$ cat src/design/assert_macros.svh
// Assertion helpers shared by the RTL. Each macro expects clk in scope; TAK_ASSERT also expects rst.
`ifndef ASSERT_MACROS_SVH
`define ASSERT_MACROS_SVH
`ifndef SYNTH
`define TAK_ASSERT(label, prop) \
  label: assert property (@(posedge clk) disable iff (rst) prop) \
    else $error("tak: assertion failed");
`define TAK_ASSERT_NORST(label, prop) \
  label: assert property (@(posedge clk) prop) \
    else $error("tak: assertion failed during reset");
`else
`define TAK_ASSERT(label, prop)
`define TAK_ASSERT_NORST(label, prop)
`endif
`endif

$ cat src/design/tak_pkg.sv
package tak_pkg;

  localparam int VW = 32;
  localparam int FB = 16;
  localparam int UF_W = 10;
  localparam int WIDE_W = 2 * VW + 2;
  localparam int DIV_LAT = VW + 1;
  localparam int PIPE_LAT = 2 * DIV_LAT + 8;

  typedef logic signed [VW-1:0] val_t;

  localparam val_t VAL_MAX = {1'b0, {(VW-1){1'b1}}};
  localparam val_t VAL_MIN = {1'b1, {(VW-1){1'b0}}};
  localparam val_t ONE_Q = VW'(1 << FB);
  localparam val_t ZERO_Q = '0;

  localparam logic [1:0] OP_MOTORS = 2'd0;
  localparam logic [1:0] OP_DRIVES = 2'd1;
  localparam logic [1:0] OP_AXES = 2'd2;
  localparam logic [1:0] OP_RSVD = 2'd3;

  localparam logic [2:0] REG_BASE_LENGTH = 3'd0;
  localparam logic [2:0] REG_ROT_ORIGIN = 3'd1;
  localparam logic [2:0] REG_FIRST_SCALE = 3'd2;
  localparam logic [2:0] REG_SECOND_SCALE = 3'd3;
  localparam logic [2:0] REG_FIRST_OFFSET = 3'd4;
  localparam logic [2:0] REG_SECOND_OFFSET = 3'd5;
  localparam logic [2:0] REG_OMIT_OFFSETS = 3'd6;
  localparam logic [2:0] REG_UNIT_FACTOR = 3'd7;

  typedef struct packed {
    logic [1:0] opcode;
    val_t first_value;
    val_t second_value;
  } in_t;

  typedef struct packed {
    val_t translation;
    val_t angle;
    val_t first_drive;
    val_t second_drive;
    val_t first_motor;
    val_t second_motor;
    logic status;
  } out_t;

  // Per-transaction context carried down the pipeline.
  typedef struct packed {
    logic [1:0] op;
    logic err;
    val_t a;
    val_t b;
    val_t d1;
    val_t d2;
    val_t x2;
    val_t t;
    val_t u;
    logic sg1;
    logic sg2;
    logic sg3;
  } ctx_t;

  function automatic val_t sat_wide(input logic signed [WIDE_W-1:0] x);
    if (x > WIDE_W'(VAL_MAX)) return VAL_MAX;
    if (x < WIDE_W'(VAL_MIN)) return VAL_MIN;
    return x[VW-1:0];
  endfunction

  // Saturate a divider quotient magnitude with its sign.
  function automatic val_t sat_quot(input logic neg, input logic ovf,
                                    input logic [VW-1:0] q);
    if (neg) begin
      if (ovf || q > VW'(VAL_MIN)) return VAL_MIN;
      return val_t'(~q + 1'b1);
    end
    if (ovf || q[VW-1]) return VAL_MAX;
    return val_t'(q);
  endfunction

  function automatic logic [2*VW-1:0] mag_wide(input logic signed [2*VW-1:0] p);
    return p[2*VW-1] ? (2*VW)'(-p) : (2*VW)'(p);
  endfunction

  function automatic logic [VW-1:0] mag_val(input val_t v);
    return v[VW-1] ? VW'(-v) : VW'(v);
  endfunction

  function automatic logic [VW:0] mag_diff(input logic signed [VW:0] v);
    return v[VW] ? (VW+1)'(-v) : (VW+1)'(v);
  endfunction

  // Product scaled down by the fraction bits, truncated toward zero.
  function automatic logic signed [WIDE_W-1:0] trunc_frac(
      input logic signed [2*VW-1:0] p);
    logic [2*VW-1:0] m;
    m = mag_wide(p) >> FB;
    return p[2*VW-1] ? -WIDE_W'(m) : WIDE_W'(m);
  endfunction

endpackage

$ cat src/design/tak_div.sv
module tak_div import tak_pkg::*; (
  input  logic            clk,
  input  logic [2*VW-1:0] num,
  input  logic [VW-1:0]   den,
  output logic            ovf,
  output logic [VW-1:0]   quo
);

  // Restoring division, one quotient bit per stage; quotient bits shift into low.
  logic [VW-1:0] rem [0:VW-1];
  logic [VW-1:0] low [0:VW];
  logic [VW-1:0] dvs [0:VW-1];
  logic          ovf_r [0:VW];

  always_ff @(posedge clk) begin
    rem[0] <= num[2*VW-1:VW];
    low[0] <= num[VW-1:0];
    dvs[0] <= den;
    ovf_r[0] <= num[2*VW-1:VW] >= den;
  end

  for (genvar k = 1; k <= VW; k++) begin : g_step
    logic [VW:0] trial;
    logic [VW:0] diff;
    assign trial = {rem[k-1], low[k-1][VW-1]};
    assign diff = trial - {1'b0, dvs[k-1]};
    always_ff @(posedge clk) begin
      low[k] <= {low[k-1][VW-2:0], ~diff[VW]};
      ovf_r[k] <= ovf_r[k-1];
    end
    if (k < VW) begin : g_rem
      always_ff @(posedge clk) begin
        rem[k] <= diff[VW] ? trial[VW-1:0] : diff[VW-1:0];
        dvs[k] <= dvs[k-1];
      end
    end
  end

  assign quo = low[VW];
  assign ovf = ovf_r[VW];

endmodule

$ cat config.mk
export PLATFORM = sky130hd
export DESIGN_NAME = tak_div
export DESIGN_NICKNAME = d
export VERILOG_FILES = /design/src/design/assert_macros.svh /design/src/design/tak_pkg.sv /design/src/design/tak_div.sv
export SDC_FILE = /design/constraint.sdc
export NUM_CORES = 2
export LEC_CHECK = 0
export BUFFER_PORTS_ARGS = -buffer_cell sky130_fd_sc_hd__buf_2
export CAP_MARGIN = 20
export CORE_UTILIZATION = 29
export CTS_CLUSTER_DIAMETER = 50
export DETAILED_ROUTE_END_ITERATION = 10
export PLACE_DENSITY = 0.54
export SLEW_MARGIN = 20
export SYNTH_ARGS = -nofsm -noshare
export SYNTH_HDL_FRONTEND = slang
export SYNTH_SLANG_ARGS = --single-unit
$ cat constraint.sdc
create_clock -name clk -period 6.9 [get_ports clk]
set_input_delay 1.38 -clock clk [delete_from_list [all_inputs] [get_ports clk]]
set_output_delay 1.38 -clock clk [all_outputs]
set_load 0.01 [all_outputs]
==> summary.txt <==
Routing
  • Metal3 WL: between 10 and 15 mm
  • Total iterations of the first detailed-routing run: 5
  • Avg Vias per Cell: 4.45
  • Met2 Wirelength: 131 mm
  • Via Count: 85,829
  • Routed wire length: 273 mm
  • Per-cell routed wire length: 14.2 um
  • Initial DRC count: about 4,100
  • ANT nets after route: 0
  • Max Used Layer: met5
  • Met1 wire length: 123 mm
  • Post-route DRC: 0

GRT
  • Largest net degree at the start of global routing: slightly above 60
  • Initial antenna violation count: 5
  • First-pass GRT wire length: 442 mm
  • GR Overflow Total: 0
  • GRT Overall Usage: 11.9%
  • Vias in the first global route: 85,338

STA
  • Fin crit share: 71.9%
  • Min Tclk post-route: 4.96 ns
  • Tightest Pin Transition: 1.12 ns
  • RSZ-0062 raised after global routing: false
  • Max_slew headroom: 23.5%
  • Final Hold Slack: between 0.2 and 0.3 ns
  • Setup slack after layout: a little under 2 ns
  • Finish-stage setup viols: 0
  • Fmax: 202 MHz
  • Final clock skew: between 0.06 and 0.07 ns
  • Hold Fails Final Rpt: 0
  • Fin. max-slew vios: 0
  • Setup tns final: 0 ns

Cells and area
  • Final std cells w/o fill: 19,269
  • FILL cells: about 45,000
  • Layout cells sized above 1: 12.5%
  • Area growth, synth to finish: 16.8%
  • Layout Nets: between 10,000 and 15,000

Critical path
  • Startpoint Class: register
  • Crit Reg-Reg Endpoint: rem[3][76]
  • R2R depth: 14
  • Crit-path max FO: 23
  • CP Class: reg -> reg
  • Crit-path most repeated cell: a211oi_1
  • Crit. Startpoint: low[0][447]
  • WP buf/inv: 2
  • Slowest CP cell: o41ai_1
  • Crit. End Element: register
  • Kind of cell adding the most delay to the critical path: compound AO/OA/AOI/OAI gates
  • Crit path DAT: 5.75 ns
  • Crit-path cells: inv_1 > ha_1 > fa_1 > nor2b_1 > o31a_1 > o21ai_0 > a211oi_1 > a41oi_1 > nor2_1 > a211oi_1 > o41ai_1 > xor2_4 > buf_4 > mux2_2
  • Slowest stage delay, CP: 0.66 ns
  • Setup slack, reg-to-reg: 1.94 ns
  • Worst R2R Start: low[0][447]
  • Required time worst endpoint: 7.68 ns

Synthesis
  • Post-synth cell types: 85
  • Yosys warns: 0
  • Post-synth EDFFs: 0
  • Async set-reset flop share out of synthesis: 0%
  • Post-Syn Nets: 13,895
  • Mapped Cells: 12,712
  • Seq/Total Area, Yosys: 48.7%
  • Post-Syn Area: 129,000 um^2
  • Ys flop type: dfxtp_1
  • #FFs+latches synth: 3,137
  • Synth Area per Inst: 10.1 um^2

Clock tree
  • Clock buffer depth: 4
  • TritonCTS Buffers: slightly above 400
  • Clk sink count: 3,137
  • Clock Latency Late Sink: 0.96 ns
  • Post-CTS sizing: 0
  • CTS tree: done
  • H-tree lvl count: 5
  • Hold buffer count at cts: 0
  • Post-CTS setup buffers: 0
  • Clk pin slew, worst setup/hold paths: 0.06 ns
  • Root Driver: clkbuf_16

Run
  • MaxCap Viol Count: 0

Placed design
  • # port buffers: 129
  • Placed insts: roughly 19,000
  • Worst slack, placed: 2.01 ns
  • Dpl hpwl: 208 mm
  • GPL Wtd Cong: slightly below 0.9

Die
  • # IOs: 130
  • Core ar.: 442,000 um^2
  • Die ar.: 448,000 um^2
  • Die Wd: 669 um
  • Die height: 669 um
  • FP Rows: 244
  • Initial Util: between 20% and 30%

Min path
  • Hold endpoint: low[0][269]
  • Hold path startpoint: low[0][236]
  • Hold Path Class: reg -> reg
  • Hold Crit Depth: 0

Pwr
  • Pint: 55.2 mW
  • Clock Power Share: 24.5%
  • Combinational power share: 44.4%
  • Peak VDD IR: 0.465 mV
  • Sw Ratio: between 30% and 40%
  • Power Dens Cells: about 570 nW/um^2
  • Sequential share of power: a little under a third
  • Switch Pwr: 31.0 mW
  • LEAKAGE: 68.4 nW

Status
  • Outcome: complete, no violations
through the flow:
step                utilization, %  power, mW  area [um^2]
global route                  34.1       92.9       151000
floorplan                        -       56.6       129000
CTS                           34.0       87.2       151000
global placement              30.9       65.0       137000
finish                        34.1       86.2       151000
detailed placement            30.9       65.3       137000
state kept, by name, summed over array words and instances (netlist names):
| register | count |
|---|---|
| dvs | 1024 |
| ovf_r | 33 |
| low | 1056 |
| rem | 1024 |
power groups by stage:
stage          Sequential [mW]  Clock (mW)  Combinational, mW
2_1_floorplan             25.8           0               30.8
3_3_place_gp              27.5           0               37.5
3_5_place_dp              27.4           0               37.9
4_1_cts                   27.0        21.9               38.3
5_1_grt                   27.4        22.7               42.8
6_report                  26.8        21.1               38.3
how the worst max path moves through the flow:
stage          slack [ns]  cells after the start          to
6_report             1.94                     14  rem[3][76]
5_1_grt              1.59                     14  rem[3][76]
4_1_cts              1.99                     14  rem[3][76]
3_5_place_dp         2.01                     14  rem[3][76]
3_3_place_gp         1.99                     14  rem[3][66]
2_1_floorplan        3.32                     14  rem[2][36]
placed cells by master, fill, tap and decap left out, drive strengths merged, types with 42 or more instances in the layout:
| master | count |
|---|---|
| a211oi | 81 |
| a21boi | 48 |
| a21o | 552 |
| a21oi | 849 |
| a31oi | 119 |
| and2 | 46 |
| and3 | 74 |
| buf | 174 |
| clkbuf | 508 |
| clkinv | 110 |
| dfxtp | 3137 |
| ha | 1055 |
| inv | 1364 |
| mux2 | 713 |
| mux2i | 77 |
| nand2 | 648 |
| nand2b | 150 |
| nand3 | 170 |
| nand4 | 108 |
| nor2 | 546 |
| nor2b | 174 |
| nor3 | 118 |
| o21a | 168 |
| o21ai | 731 |
| o21bai | 111 |
| o31ai | 77 |
| or3 | 42 |
| xnor2 | 549 |
| xor2 | 305 |
cells in the mapped netlist, drive strengths merged, types with 31 or more instances:
library cell / n / area, um^2
mux2: 713 / 8030
nand2b: 150 / 938
a211oi: 81 / 608
o31ai: 77 / 592
nand4: 108 / 682
a21o: 552 / 4140
ha: 1055 / 13200
a31oi: 119 / 744
inv: 1306 / 4900
xnor2: 549 / 4820
nand2: 648 / 2430
nor3: 118 / 596
and2: 46 / 288
mux2i: 77 / 771
or3: 42 / 263
buf: 80 / 415
nor2b: 174 / 1090
o21bai: 111 / 833
clkbuf: 188 / 706
a21oi: 849 / 4250
o211ai: 38 / 285
o21ai: 731 / 3660
and3: 74 / 463
nand3: 170 / 851
fa: 31 / 621
a21boi: 48 / 360
dfxtp: 3137 / 62800
xor2: 305 / 2700
o21a: 168 / 1260
nor2: 546 / 2050
layer usage:
metal  track usage, %  vias to the layer above
met2             21.0                     1276
met4             4.15                        4
met5                0                        -
met1             14.6                    39409
li1                 -                    44602
met3             1.79                      538
kinds of logic after synthesis:
logic type | share of synthesized area, %
adder cells (fa/ha/maj) | 10.7
flip-flops | 48.7
AND/OR/NAND/NOR | 8.08
AO/OA/AOI/OAI | 15.2
XOR/XNOR | 5.83
multiplexers | 6.82
buffers and inverters | 4.67
cell type report:
cell class              instances  area (um^2)  share of cell area (%)
repair buffers                174         1160                   0.767
flip-flops and latches       3137        62800                    41.7
clock buffers                 508        11200                    7.41
diodes                          4         10.0                 0.00664
multi-input cells            8001        60600                    40.2
inverters                    1306         4900                    3.25
well taps                    5904         7390                    4.90
clock inverters               235         2710                    1.80
No activity file was read; power rests on OpenSTA's default activity.
